**config.mk**
```make
export PLATFORM = sky130hd
export DESIGN_NAME = spfa_csr
export DESIGN_NICKNAME = d
export VERILOG_FILES = /design/src/rtl/core/spfa_pkg.sv /design/src/rtl/core/spfa_csr.sv
export SDC_FILE = /design/constraint.sdc
export NUM_CORES = 1
export LEC_CHECK = 0
export BUFFER_PORTS_ARGS = -buffer_cell sky130_fd_sc_hd__buf_2
export CAP_MARGIN = 20
export CELL_PAD_IN_SITES_DETAIL_PLACEMENT = 0
export CELL_PAD_IN_SITES_GLOBAL_PLACEMENT = 1
export CORE_MARGIN = 4
export CORE_UTILIZATION = 39
export CTS_CLUSTER_SIZE = 20
export DETAILED_ROUTE_END_ITERATION = 8
export PLACE_DENSITY_LB_ADDON = 0.15
export SLEW_MARGIN = 30
export SYNTH_ARGS = -nofsm -noshare
export SYNTH_HDL_FRONTEND = slang
export SYNTH_SLANG_ARGS = --single-unit
```
**constraint.sdc**
```tcl
create_clock -name clock -period 2.83 [get_ports clock]
set_input_delay 0.1415 -clock clock [delete_from_list [all_inputs] [get_ports clock]]
set_output_delay 0.1415 -clock clock [all_outputs]
set_load 0.02 [all_outputs]
```
**src/rtl/core/spfa_pkg.sv**
```systemverilog
// Shared types, constants and helpers of the SPH pressure-force accumulator.
`timescale 1ns / 1ps

package spfa_pkg;

   localparam int SPFA_FRAC_BITS = 16;
   localparam int SPFA_ACC_WIDTH = 48;

   // Configuration register indexes (byte address is 8 times the index).
   localparam logic [2:0] CSR_MASS   = 3'd0;
   localparam logic [2:0] CSR_GAS    = 3'd1;
   localparam logic [2:0] CSR_RADIUS = 3'd2;
   localparam logic [2:0] CSR_REST   = 3'd3;
   localparam logic [2:0] CSR_COEFF  = 3'd4;

   localparam logic [30:0] RST_MASS   = 31'd65536;
   localparam logic [30:0] RST_GAS    = 31'd3276800;
   localparam logic [30:0] RST_RADIUS = 31'd65536;
   localparam logic [30:0] RST_REST   = 31'd0;
   localparam logic [39:0] RST_COEFF  = 40'd938731;

   // Operations of the shared arithmetic unit.
   localparam logic [1:0] ALU_MUL  = 2'd0;
   localparam logic [1:0] ALU_DIV  = 2'd1;
   localparam logic [1:0] ALU_SQRT = 2'd2;

   // Result status codes; a larger code outranks a smaller one.
   localparam logic [1:0] STATUS_OK   = 2'd0;
   localparam logic [1:0] STATUS_SAT  = 2'd1;
   localparam logic [1:0] STATUS_ZDIV = 2'd2;

   localparam logic [63:0] SPFA_CAP63  = 64'h7FFF_FFFF_FFFF_FFFF;
   localparam logic [63:0] SPFA_TINY_K = 64'd1000000000000;

   localparam int MUL_DIGIT = 16;
   localparam int MUL_STEPS = 64 / MUL_DIGIT;

   typedef struct packed {
      logic [30:0] mass;
      logic [30:0] gas;
      logic [30:0] radius;
      logic [30:0] rest;
      logic [39:0] coeff;
   } cfg_type;

   typedef struct packed {
      logic        start;
      logic [1:0]  op;
      logic [63:0] opa;       // multiplicand or divisor
      logic [63:0] opb;       // multiplier, dividend or radicand
      logic [33:0] rem_init;  // starting partial remainder of a division
      logic [6:0]  iters;     // division or root iterations
   } alu_cmd_type;

   typedef struct packed {
      logic busy;
      logic done;
   } alu_sts_type;

   function automatic logic [1:0] raise_err(input logic [1:0] cur, input logic [1:0] code);
      raise_err = (code > cur) ? code : cur;
   endfunction

endpackage

```
**src/rtl/core/spfa_csr.sv**
```systemverilog
// Configuration register file with an APB-style access port.
`timescale 1ns / 1ps

module spfa_csr import spfa_pkg::*; (
   input  logic        clock,
   input  logic        reset,
   input  logic        psel,
   input  logic        penable,
   input  logic        pwrite,
   input  logic [5:0]  paddr,
   input  logic [63:0] pwdata,
   output logic [63:0] prdata,
   output cfg_type     cfg
);

   cfg_type cfg_ff, cfg_in;
   logic    wr_en;

   assign wr_en = psel & penable & pwrite;

   always_comb begin
      cfg_in = cfg_ff;
      if (wr_en) begin
         unique case (paddr[5:3])
            CSR_MASS:   cfg_in.mass   = pwdata[30:0];
            CSR_GAS:    cfg_in.gas    = pwdata[30:0];
            CSR_RADIUS: cfg_in.radius = pwdata[30:0];
            CSR_REST:   cfg_in.rest   = pwdata[30:0];
            CSR_COEFF:  cfg_in.coeff  = pwdata[39:0];
            default:    cfg_in = cfg_ff;
         endcase
      end
   end

   always_comb begin
      unique case (paddr[5:3])
         CSR_MASS:   prdata = {33'd0, cfg_ff.mass};
         CSR_GAS:    prdata = {33'd0, cfg_ff.gas};
         CSR_RADIUS: prdata = {33'd0, cfg_ff.radius};
         CSR_REST:   prdata = {33'd0, cfg_ff.rest};
         CSR_COEFF:  prdata = {24'd0, cfg_ff.coeff};
         default:    prdata = 64'd0;
      endcase
   end

   always_ff @(posedge clock) begin
      if (reset) begin
         cfg_ff.mass   <= RST_MASS;
         cfg_ff.gas    <= RST_GAS;
         cfg_ff.radius <= RST_RADIUS;
         cfg_ff.rest   <= RST_REST;
         cfg_ff.coeff  <= RST_COEFF;
      end else begin
         cfg_ff <= cfg_in;
      end
   end

   assign cfg = cfg_ff;

endmodule

```
# Word-level counts from Yosys, hierarchy flattened
# Cells that the tools add are included.
# Widths: inputs -> output; s select.
[classes] addsub=0 n_mul=0 div_mod_pow=0 magnitude_cmp=0 n_eq_ne=4 n_shift=0 mux=1 bitwise=2 n_reduce_logical=6
[ops] cell="$pmux 40 s5" count=1
[ops] cell="$reduce_and 2->1" count=5
[ops] cell="$eq 3x2->1 const B" count=2
[ops] cell="$eq 3x1->1 const B" count=1
[ops] cell="$eq 3x3->1 const B" count=1
[ops] cell="$logic_not 3->1" count=1
[ops] cell="$and 1x1->1" count=2
[word_totals] ff_bits=164 latchBits=0 mem_bits_rw=0 rom_bits=0 output_inout_bits=228 n_memories=0

# Longest topological paths before layout
[depth] ltp_word=3 mapped_depth=6

# Least setup slack after synthesis
# OpenSTA, ideal clock, no wires.
[synth_path] path_kind="input to output" start="input paddr[3]" end="output prdata[0]" t_arrival_ns=1.199 required_time_ns=2.689 setup_slack_ns=1.489 path_stages=5 n_path_buf=2 path_cell_list="buf_2 nand2b_1 nor2_1 clkbuf_1 a221o_1"
[synth_between] elab_chain_len=2 elab_cells_between_ends=6 classes_between="eq/ne (4); mux (1); reduce/logical (1)"
[synth_rtl] element="from (decl)" line_no="spfa_csr.sv:10" rtl="input logic [5:0] paddr,"
[synth_rtl] element="$eq 3x3->1, or another cell as far along" line_no="spfa_csr.sv:36" rtl="unique case (paddr[5:3])"
[synth_rtl] element="$pmux 40 s5 *" line_no="spfa_csr.sv:36"
[synth_rtl] element="to (decl)" line_no="spfa_csr.sv:12" rtl="output logic [63:0] prdata,"
# Mark *: on every way between the ends. The rest lies on a longest branch, timed or not.

# Worst setup path in the final report
[layout_path] start="input paddr[5]" end="output prdata[19]"
# Same word-level chain as after synthesis.

==> metrics.txt <==
fillers=1895; Hold EP=cfg[1]$_SDFFE_PP1P_; Seq/Total Area, Yosys=a little over two fifths; Post-Syn Instances=between 800 and 900; prevailing post-synth register cell=dfxtp_1; first-pass GRT wire length=37600 µm; Setup WS pre-CTS=679 ps; most common cell in the netlist=dfxtp_1; io pins=303; maxcap violations=0; drc violations=0; maximum clock path buffer count=2; vias=between 6000 and 7000; clk_lat worst skew=roughly 430 ps; Yosys top cell area share=42.0%; final hold vios=0; top fanout value on the critical path=20; Setup WS post-layout=about 940 ps; top post-synthesis cells by count=dfxtp_1 (164), mux2i_1 (136), nand2b_1 (133), o21ai_0 (112), nor2b_1 (58); CTS tree=yes; clk slew on worst S/H paths=70 ps; Synth area leader=dfxtp_1; Yosys Warn Count=0; placeable core region=a little under 20000 µm²; FF-to-FF End=cfg[110]$_SDFFE_PP0P_; Req. time, crit path=~2700 ps; final slew viol count=0; CTS buffer count=17; vias in the first global route=6422; port bufs=251; Pre-antenna DRT Iters=7; max_slew headroom=between 50% and 60%; DP HPWL=16500 µm; Layout Area Growth over Synthesis=29.1%; Leakage Power=4.77 nW; layout cells sized above 1=29.0%; Syn Area/Cell=9.51 µm²; Setup crit end kind=output pin; Hold Path Class=in2reg; worst hold stages=3; Slew @ Worst Pin=674 ps; kind of critical path=in2out; Worst Path Arrival=1750 ps; Overflow after GRT=0; status=completed; die extent in x=150 µm; Final GP Congestion=approximately 0.77; Die H=150 µm; drt first-iter violations=322; Starting Density=39.9%; Total Routing Usage GR=21.6%; Worst VDD drop=400 µV; reg2reg setup slack=2050 ps; Largest register FFs=164; H-tree depth=4; RSZ-0062 raised after global routing=false; antenna-violating nets left=0; count of state elements after synthesis=164; R2R cell count=3; # setup viols final=0; wire per inst=18.5 µm; EDFF count, synth=0; root buf cell=clkbuf_16; Power Total=slightly above 5 mW; cell area after synthesis=7810 µm²; Final min period=approximately 1900 ps; Cell Rows=slightly above 50; nets=1140; Die Area=22400 µm²; pin count of the biggest net entering global routing=90; fmax=530 MHz; pwr/cell area=512 nW/µm²; clock skew=0 ps; routed wire length=~25000 µm; initial antenna violation count=4; Worst setup SP type=input port; Avg Vias per Cell=5.01; fin crit share=66.7%; Sum Neg Setup Slack=0 ps; Worst R2R Start=cfg[110]$_SDFFE_PP0P_; min-delay src=pwdata[1]; Synth area leaders=dfxtp_1 (42%), mux2i_1 (17%), nand2b_1 (11%); # resized after CTS=0; Async SR Flop Fraction=0%; clk sinks=164; Yosys cell types=30
==> per-stage QoR <==
stage,hold slack (ps),instance area [µm²],util (%),std cells
detailed placement,413,9230,47.1,1288
finish,3.87,10100,51.5,1345
global route,19.3,10100,51.5,1344
global placement,405,9230,47.1,1288
floorplan,297,7900,-,845
CTS,0.774,10100,51.3,1341
==> report_power, final <==
group          internal, mW  total (mW)  switching (mW)
Sequential             2.32        2.34          0.0140
Clock                  1.39        2.39           0.993
Combinational         0.165       0.440           0.275
Total                  3.88        5.17            1.28
==> timing repair <==
item / in CTS / in global routing
hold buffers: 22 / 0
hold endpoints to repair: 23 / 0
buffers inserted: 0 / 0
==> cell usage in the layout (no fill, tap or decap), types with 2 or more instances in the layout <==
master,count
o21ai_0,112
o2bb2ai_1,30
diode_2,3
inv_6,4
conb_1,24
clkbuf_16,17
buf_2,250
o21ai_1,4
clkinvlp_4,6
buf_12,6
buf_4,16
mux2i_1,136
bufinv_16,3
nor2_1,34
a221o_1,30
nand2b_1,132
nor2b_1,58
and2_1,9
nor3_2,2
dfxtp_1,164
dlygate4sd3_1,22
==> critical path, stage by stage <==
cell,delay (ps)
buf_2,210
nand2b_2,540
buf_4,320
o2bb2ai_1,100
a221o_1,260
buf_2,160
==> cell type report <==
class	instances	area (µm²)	area share, %
multi-input cells	586	4120	40.8
flip-flops and latches	164	3280	32.5
repair buffers	295	1740	17.2
clock buffers	17	425	4.22
well taps	265	332	3.29
clock inverters	14	179	1.77
diodes	3	7.51	0.0744
inverters	1	3.75	0.0372
==> how the worst max path moves through the flow <==
stage / start / to / slack, ps / cells past startpoint
5_1_grt: paddr[5] / prdata[28] / 850 / 6
2_1_floorplan: paddr[3] / prdata[0] / 1490 / 5
3_3_place_gp: paddr[4] / prdata[8] / 680 / 5
4_1_cts: paddr[4] / prdata[2] / 680 / 5
3_5_place_dp: paddr[4] / prdata[2] / 680 / 5
6_report: paddr[5] / prdata[19] / 940 / 6
==> logic make-up (layout without fill, tap and decap cells) <==
kind of cell    count (synthesis)  count (layout)  share of synthesized area (%)
simple gates                  246             246                           18.8
buf+inv                        95             327                           6.71
flops                         164             164                           42.0
mux                           137             137                           17.6
other cells                     1              27                         0.0480
compound gates                179             179                           14.9
==> per-layer routing <==
metal	part of all wire (%)	vias up	wire, µm	global-route usage [%]
met2	47	218	11600	35.1
li1	-	3304	-	-
met4	1.2	4	293	5.03
met5	0.085	-	21	0
met3	7.0	27	1750	6.06
met1	45	3184	11100	28.7
Note: power is estimated with default switching activity, not from simulation.
