`config.mk`:
```
export PLATFORM = sky130hd
export DESIGN_NAME = spfa_alu
export DESIGN_NICKNAME = d
export VERILOG_FILES = /design/src/rtl/core/spfa_pkg.sv /design/src/rtl/core/spfa_alu.sv
export SDC_FILE = /design/constraint.sdc
export NUM_CORES = 2
export LEC_CHECK = 0
export ABC_CLOCK_PERIOD_IN_PS = 8500
export BUFFER_PORTS_ARGS = -buffer_cell sky130_fd_sc_hd__buf_4
export CAP_MARGIN = 25
export CORE_MARGIN = 8
export CORE_UTILIZATION = 60
export DETAILED_ROUTE_END_ITERATION = 8
export MAX_ROUTING_LAYER = met4
export PLACE_DENSITY = 0.83
export SYNTH_ARGS = -nofsm -noshare
export SYNTH_HDL_FRONTEND = slang
export SYNTH_SLANG_ARGS = --single-unit
```
`constraint.sdc`:
```
create_clock -name clock -period 8.5 [get_ports clock]
set_clock_uncertainty 0.2 [all_clocks]
set_input_delay 1.275 -clock clock [delete_from_list [all_inputs] [get_ports clock]]
set_output_delay 1.275 -clock clock [all_outputs]
set_load 0.05 [all_outputs]
```
`src/rtl/core/spfa_pkg.sv`:
```
// Shared types, constants and helpers of the SPH pressure-force accumulator.
`timescale 1ns / 1ps

package spfa_pkg;

   localparam int SPFA_FRAC_BITS = 16;
   localparam int SPFA_ACC_WIDTH = 48;

   // Configuration register indexes (byte address is 8 times the index).
   localparam logic [2:0] CSR_MASS   = 3'd0;
   localparam logic [2:0] CSR_GAS    = 3'd1;
   localparam logic [2:0] CSR_RADIUS = 3'd2;
   localparam logic [2:0] CSR_REST   = 3'd3;
   localparam logic [2:0] CSR_COEFF  = 3'd4;

   localparam logic [30:0] RST_MASS   = 31'd65536;
   localparam logic [30:0] RST_GAS    = 31'd3276800;
   localparam logic [30:0] RST_RADIUS = 31'd65536;
   localparam logic [30:0] RST_REST   = 31'd0;
   localparam logic [39:0] RST_COEFF  = 40'd938731;

   // Operations of the shared arithmetic unit.
   localparam logic [1:0] ALU_MUL  = 2'd0;
   localparam logic [1:0] ALU_DIV  = 2'd1;
   localparam logic [1:0] ALU_SQRT = 2'd2;

   // Result status codes; a larger code outranks a smaller one.
   localparam logic [1:0] STATUS_OK   = 2'd0;
   localparam logic [1:0] STATUS_SAT  = 2'd1;
   localparam logic [1:0] STATUS_ZDIV = 2'd2;

   localparam logic [63:0] SPFA_CAP63  = 64'h7FFF_FFFF_FFFF_FFFF;
   localparam logic [63:0] SPFA_TINY_K = 64'd1000000000000;

   localparam int MUL_DIGIT = 16;
   localparam int MUL_STEPS = 64 / MUL_DIGIT;

   typedef struct packed {
      logic [30:0] mass;
      logic [30:0] gas;
      logic [30:0] radius;
      logic [30:0] rest;
      logic [39:0] coeff;
   } cfg_type;

   typedef struct packed {
      logic        start;
      logic [1:0]  op;
      logic [63:0] opa;       // multiplicand or divisor
      logic [63:0] opb;       // multiplier, dividend or radicand
      logic [33:0] rem_init;  // starting partial remainder of a division
      logic [6:0]  iters;     // division or root iterations
   } alu_cmd_type;

   typedef struct packed {
      logic busy;
      logic done;
   } alu_sts_type;

   function automatic logic [1:0] raise_err(input logic [1:0] cur, input logic [1:0] code);
      raise_err = (code > cur) ? code : cur;
   endfunction

endpackage

```
`src/rtl/core/spfa_alu.sv`:
```
// Shared iterative unit: 64x64 multiply by 16-bit digits, restoring divide, integer root.
`timescale 1ns / 1ps

module spfa_alu import spfa_pkg::*; (
   input  logic         clock,
   input  logic         reset,
   input  alu_cmd_type  cmd,
   output alu_sts_type  sts,
   output logic [127:0] prod,
   output logic [63:0]  quo
);

   logic         busy_ff, busy_in;
   logic         done_ff, done_in;
   logic [1:0]   op_ff, op_in;
   logic [6:0]   cnt_ff, cnt_in;
   logic [127:0] acc_ff, acc_in;
   logic [63:0]  opa_ff, opa_in;
   logic [63:0]  shf_ff, shf_in;
   logic [63:0]  res_ff, res_in;
   logic [35:0]  rem_ff, rem_in;

   logic [MUL_DIGIT-1:0]    digit;
   logic [64+MUL_DIGIT-1:0] part;
   logic [35:0]             div_sh, sqrt_sh, sqrt_trial, div_dvs;

   assign digit      = shf_ff[63 -: MUL_DIGIT];
   assign part       = (64 + MUL_DIGIT)'(opa_ff) * (64 + MUL_DIGIT)'(digit);
   assign div_sh     = {rem_ff[34:0], shf_ff[63]};
   assign div_dvs    = {3'd0, opa_ff[32:0]};
   assign sqrt_sh    = {rem_ff[33:0], shf_ff[63:62]};
   assign sqrt_trial = {2'd0, res_ff[31:0], 2'b01};

   always_comb begin
      busy_in = busy_ff;
      done_in = 1'b0;
      op_in   = op_ff;
      cnt_in  = cnt_ff;
      acc_in  = acc_ff;
      opa_in  = opa_ff;
      shf_in  = shf_ff;
      res_in  = res_ff;
      rem_in  = rem_ff;
      if (cmd.start) begin
         busy_in = 1'b1;
         op_in   = cmd.op;
         opa_in  = cmd.opa;
         shf_in  = cmd.opb;
         acc_in  = '0;
         res_in  = '0;
         rem_in  = {2'd0, cmd.rem_init};
         cnt_in  = (cmd.op == ALU_MUL) ? 7'(MUL_STEPS) : cmd.iters;
      end else if (busy_ff) begin
         unique case (op_ff)
            ALU_MUL: begin
               acc_in = {acc_ff[127-MUL_DIGIT:0], {MUL_DIGIT{1'b0}}}
                        + 128'(part);
               shf_in = {shf_ff[63-MUL_DIGIT:0], {MUL_DIGIT{1'b0}}};
            end
            ALU_DIV: begin
               if (div_sh >= div_dvs) begin
                  rem_in = div_sh - div_dvs;
                  res_in = {res_ff[62:0], 1'b1};
               end else begin
                  rem_in = div_sh;
                  res_in = {res_ff[62:0], 1'b0};
               end
               shf_in = {shf_ff[62:0], 1'b0};
            end
            ALU_SQRT: begin
               if (sqrt_sh >= sqrt_trial) begin
                  rem_in = sqrt_sh - sqrt_trial;
                  res_in = {res_ff[62:0], 1'b1};
               end else begin
                  rem_in = sqrt_sh;
                  res_in = {res_ff[62:0], 1'b0};
               end
               shf_in = {shf_ff[61:0], 2'b00};
            end
            default: begin
               res_in = res_ff;
            end
         endcase
         cnt_in = cnt_ff - 7'd1;
         if (cnt_ff == 7'd1) begin
            busy_in = 1'b0;
            done_in = 1'b1;
         end
      end
   end

   always_ff @(posedge clock) begin
      if (reset) begin
         busy_ff <= 1'b0;
         done_ff <= 1'b0;
         cnt_ff  <= '0;
         op_ff   <= ALU_MUL;
      end else begin
         busy_ff <= busy_in;
         done_ff <= done_in;
         cnt_ff  <= cnt_in;
         op_ff   <= op_in;
      end
   end

   always_ff @(posedge clock) begin
      acc_ff <= acc_in;
      opa_ff <= opa_in;
      shf_ff <= shf_in;
      res_ff <= res_in;
      rem_ff <= rem_in;
   end

   assign sts.busy = busy_ff;
   assign sts.done = done_ff;
   assign prod     = acc_ff;
   assign quo      = res_ff;

`ifndef SYNTHESIS
   a_no_start_busy: assert property (@(posedge clock) disable iff (reset)
      busy_ff |-> !cmd.start) else $error("unit started while busy");
   a_done_after_busy: assert property (@(posedge clock) disable iff (reset)
      $rose(done_ff) |-> $past(busy_ff)) else $error("done without work");
   a_done_idle: assert property (@(posedge clock) disable iff (reset)
      done_ff |-> !busy_ff) else $error("done while busy");
`endif

endmodule

```
# After elaboration in Yosys (flattened, before gate mapping)
# Index checks and enable logic that the tools add are counted.
[word_totals]
word_cells = 50
regBits = 366
mem_bits_rw = 0
latchBits = 0
inputBits = 174
mem_bits_ro = 0
memories = 0
[op_classes]
n_lt_le_gt_ge = 2
multipliers = 1
eq_ne = 3
div_mod_pow = 0
shift = 0
n_bitwise = 1
mux = 18
add_sub_neg = 4
reduce_logical = 11
[op_table]
columns = ["operator", "count"]
rows = [
  ["$pmux W64 S3", 1],
  ["$add A128 B80 Y128", 1],
  ["$mux W64", 2],
  ["$pmux W64 S2", 1],
  ["$mul A64 B16 Y80", 1],
  ["$mux W35", 2],
  ["$pmux W35 S2", 1],
  ["$mux W34", 2],
  ["$ge A36 B33 Y1", 1],
  ["$ge A36 B34 Y1", 1],
  ["$sub A35 B33 Y35", 1],
  ["$sub A35 B34 Y35", 1],
  ["$mux W7", 3],
  ["$reduce_and A2 Y1", 4],
  ["$eq A7 B1 Y1 const B", 1],
  ["$sub A7 B1 Y7 const B", 1],
  ["$mux W1", 6],
  ["$logic_not A2 Y1", 2],
  ["$reduce_bool A2 Y1", 2],
  ["$reduce_bool A4 Y1", 1],
  ["$reduce_bool A3 Y1", 1],
  ["$reduce_or A3 Y1", 1],
  ["$eq A2 B1 Y1 const B", 1],
  ["$eq A2 B2 Y1 const B", 1],
  ["$not A1 Y1", 1],
]

# Longest topological paths before layout
[logic_depth]
ltp_word = 5
ltp_mapped = 27

# Least setup slack after synthesis
# No wires, ideal clock.
[synth_timing]
kind = "reg2reg"
from = "reg shf_ff[49]"
to = "reg acc_ff[118], in the netlist prod[118]"
path_stages_with_launch = 26
setup_slack_ns = 1.513
path_buffers = 4
period_less_slack_ns = 6.987
arrival_time_ns = 6.670
required_time_ns = 8.183
path_cell_list = "edfxtp_1 -> clkbuf_1 -> clkbuf_1 -> nand2_1 -> fa_1 -> fa_1 -> fa_1 -> inv_1 -> fa_1 -> fa_1 -> inv_1 -> fa_1 -> inv_1 -> ha_1 -> clkbuf_1 -> a21oi_1 -> o21ai_0 -> a221oi_1 -> a21oi_1 -> a211oi_1 -> o2111ai_1 -> nand2_1 -> buf_2 -> nor4_1 -> xor2_1 -> a22o_1"
[synth_between]
elab_chain_len = 2
[synth_lines]
columns = ["element", "line_no", "rtl"]
rows = [
  ["from (decl)", "spfa_alu.sv:19", "logic [63:0] shf_ff, shf_in;"],
  ["from (signal assigned)", "spfa_alu.sv:109", "shf_ff <= shf_in;"],
  ["$mul A64 B16 Y80", "spfa_alu.sv:28", "assign part = (64 + MUL_DIGIT)'(opa_ff) * (64 + MUL_DIGIT)'(digit);"],
  ["$add A128 B80 Y128", "spfa_alu.sv:57", "+ 128'(part);"],
  ["to (signal assigned)", "spfa_alu.sv:107", "acc_ff <= acc_in;"],
  ["to (decl)", "spfa_alu.sv:17", "logic [127:0] acc_ff, acc_in;"],
]
# No other way between the ends.
# A chain may end at the register's enable or synchronous reset.

# Final worst setup path
[layout_timing]
from = "reg opa_ff[12]"
to = "reg acc_ff[126], in the netlist prod[126]"
[layout_between]
elab_chain_len = 2
[layout_lines]
columns = ["element", "line_no", "rtl"]
rows = [
  ["from (decl)", "spfa_alu.sv:18", "logic [63:0] opa_ff, opa_in;"],
  ["from (signal assigned)", "spfa_alu.sv:108", "opa_ff <= opa_in;"],
  ["$mul A64 B16 Y80", "spfa_alu.sv:28", ""],
  ["$add A128 B80 Y128", "spfa_alu.sv:57", ""],
]
# No other way between the ends.

==> impl_metrics.tcl <==
set metrics [dict create \
    run_status "complete, no violations" \
    critical_path_arrival_ps 8640 \
    number_of_global_route_vias_before_repair 48900 \
    drt_pre_antenna_iters 7 \
    grt.total_usage_pct 35.8 \
    synth.cell_area_mm2 0.0539 \
    layout_min_cycle_time_ps 8280 \
    drt_drc_violations_left 0 \
    timing.setup.tns_ps 0 \
    worstSkewPairLatency_ps 680 \
    max-cap-violations 0 \
    share_of_final_layout_standard_cells_stronger_than_drive_strength_1_pct 8.82 \
    routed_wire_length_per_instance_um 22.0 \
    setup_slack_after_placement_ps 42.4 \
    worstMarginPinSlew_ps 1040 \
    count_of_hold_buffers_inserted_by_post_cts_repair 0 \
    synth_top_cell_by_area "sky130_fd_sc_hd__fa_1" \
    chipWidth_um 316 \
    slew_headroom_pct 30.4 \
    chipHeight_um 316 \
    post_synth_num_cell_types 84 \
    max_freq_ghz 0.121 \
    path_max_fanout 15 \
    series_of_cell_instances_along_the_critical_path "nand2_1, fa_1, fa_1, fa_1, inv_1, fa_1, fa_1, inv_1, fa_1, inv_1, ha_1, nand2_1, a211oi_1, o21a_1, o21a_1, a211oi_1, buf_4, o2111ai_1, nand2_1, nor4_1, xor2_1, a22o_1" \
    rsz0062_at_grt "no" \
    grt_overflow 0 \
    clkSlewWorstSetupHoldPaths_ps 60 \
    setup_violation_total_in_the_final_timing_report 0 \
    synth_ff_type "sky130_fd_sc_hd__dfxtp_1" \
    dr.first_iter.drc_count 4850 \
    crit_required_ps 8860 \
    crit_path_start_kind "flip-flop" \
    fin_ws_ps 219 \
    postSynth.asyncResetShare_pct 0 \
    cts_post_setup_buffers_inserted 0 \
    cts_tree "built" \
    timing_hold_violations_final 0 \
    worstSetupPathType "reg -> reg" \
    origin_of_the_worst_min_delay_path "rem_ff[34]" \
    post-synth-top-count-cell "sky130_fd_sc_hd__inv_1" \
    cts_max_path_buffers 3 \
    detailroute.via_count 46500 \
    hold_path_class "reg -> reg" \
    syn_to_final_growth_pct 10.0 \
    timing.rr.start "opa_ff[12]" \
    core_region_area_mm2 0.0895 \
    routed_via_density 5.99 \
    floorplan.die_area_mm2 0.0996 \
    cts.sinks 366 \
    critical-path-slowest-cell "sky130_fd_sc_hd__edfxtp_1" \
    synthesis.yosys.warnings 0 \
    grt_first_pass_wirelength_um 271000 \
    hold_path_depth 2 \
    total_count_of_max_transition_violations_in_the_final_report 0 \
    postSynthRegisterBits 366 \
    path_depth_of_the_worst_reg2reg_path 22 \
    netlist_top_cells_count "sky130_fd_sc_hd__inv_1, sky130_fd_sc_hd__nand2_1, sky130_fd_sc_hd__fa_1, sky130_fd_sc_hd__a21oi_1" \
    synth.net_count 7757 \
    grt_antenna_before_repair 4 \
    r2r_end "prod[126]" \
    worstSetupEndpointType "flip-flop" \
    hpwl_um 130000 \
    gates_resized_cts_repair 0 \
    synthesis.instances 6411 \
    num-nets-final 7896 \
    worst_path_most_repeated_cell "sky130_fd_sc_hd__fa_1" \
    period_utilization_pct 97.4 \
    whs_endpoint "rem_ff[34]" \
    detail-route-antenna-nets 0 \
    initial_core_util_pct 60.2 \
    io_buffers 367 \
    yosysTopAreaCellShare_pct 34.6 \
    number_of_h_tree_branching_levels 2 \
    io_pins 368 \
    cts_buffers 47 \
    number_of_synthesized_flops_with_an_enable_pin 162 \
    post_synth.cell_area_avg_um2 8.40 \
    routabilityCongestion 1.03 \
    drt_total_wl_um 171000 \
    yosys-top-cells-area "sky130_fd_sc_hd__fa_1, sky130_fd_sc_hd__edfxtp_1, sky130_fd_sc_hd__inv_1, sky130_fd_sc_hd__nand2_1, sky130_fd_sc_hd__dfxtp_1" \
    cp_slowest_stage_delay_ps 930 \
    seq_area_frac_synth_pct 16.6 \
    cts_root_buf "sky130_fd_sc_hd__clkbuf_16" \
    std_cell_rows 110 \
    grt_start_max_net_pins 225 \
    reg2reg_setup_slack_ps 220 \
]
logic make-up (layout without fill, tap and decap cells):
logic type,after synthesis,in the layout,share of synthesized area (%)
AOI/OAI and AO/OA,1044,1044,11.9
and+or+nand+nor,2050,2050,16.9
buffers and inverters,1589,1767,11.2
other,0,3,0
adders and majority gates,1172,1172,40.2
DFF,366,366,16.6
muxes,28,28,0.541
xor gates and xnor gates,162,162,2.63
sequential cells by signal, summed over array words and instances (netlist names):
name,cells
busy_ff,1
cnt_ff,7
done_ff,1
op_ff,2
opa_ff,64
prod,128
quo,64
rem_ff,35
shf_ff,64
critical path: cells and delay by family, from the launching register on:
| family | cells | cell delay [ps] |
|---|---|---|
| fa+ha+maj | 7 | 3550 |
| compound gates | 6 | 1800 |
| simple gates | 4 | 1260 |
| flops | 1 | 930 |
| buf+inv | 4 | 340 |
| xor+xnor | 1 | 110 |
metal layers:
metal,vias up,wire length [µm],track usage [%]
met5,-,0,-
met2,2641,80400,56.3
li1,20200,-,-
met4,0,8350,15.2
met3,499,17900,8.05
met1,23100,64700,44.7
area by class of cell:
cell class / count / area (µm²)
fillers: 7401 / 30200
diodes: 3 / 7.51
inverters: 1234 / 4630
clock buffers: 54 / 1290
clock inverters: 34 / 368
repair buffers: 445 / 3570
well taps: 1176 / 1470
multi-input cells: 4456 / 39000
flip-flops and latches: 366 / 8950
worst max-delay path by stage:
stage                    start        end  cells past startpoint
finish              opa_ff[12]  prod[126]                     22
global route        shf_ff[55]  prod[108]                     25
CTS                 shf_ff[62]  prod[103]                     23
detailed placement  shf_ff[62]  prod[103]                     23
global placement    shf_ff[62]  prod[103]                     23
floorplan           shf_ff[49]  prod[118]                     25
layout by cell type (no fill, tap or decap), types with 162 or more instances in the layout:
cell type and count:
sky130_fd_sc_hd__inv_1 1232, sky130_fd_sc_hd__nand2_1 1200, sky130_fd_sc_hd__fa_1 931, sky130_fd_sc_hd__buf_4 427, sky130_fd_sc_hd__a21oi_1 355, sky130_fd_sc_hd__and2_1 307, sky130_fd_sc_hd__o21ai_0 284, sky130_fd_sc_hd__nor2_1 264
sky130_fd_sc_hd__ha_1 238, sky130_fd_sc_hd__dfxtp_1 204, sky130_fd_sc_hd__edfxtp_1 162
metrics by stage:
step | hold slack [ps] | utilization, % | cell area (µm²) | instances
6_report | 263 | 66.2 | 59200 | 7768
5_1_grt | 295 | 66.2 | 59200 | 7768
4_1_cts | 263 | 66.1 | 59100 | 7757
3_5_place_dp | 255 | 64.3 | 57500 | 7669
3_3_place_gp | 243 | 64.3 | 57500 | 7669
2_1_floorplan | 237 | - | 53900 | 6411
Power is left out: the tool's default activity adds up to more than one toggle a clock period on the data nets, which glitch-free logic cannot reach.
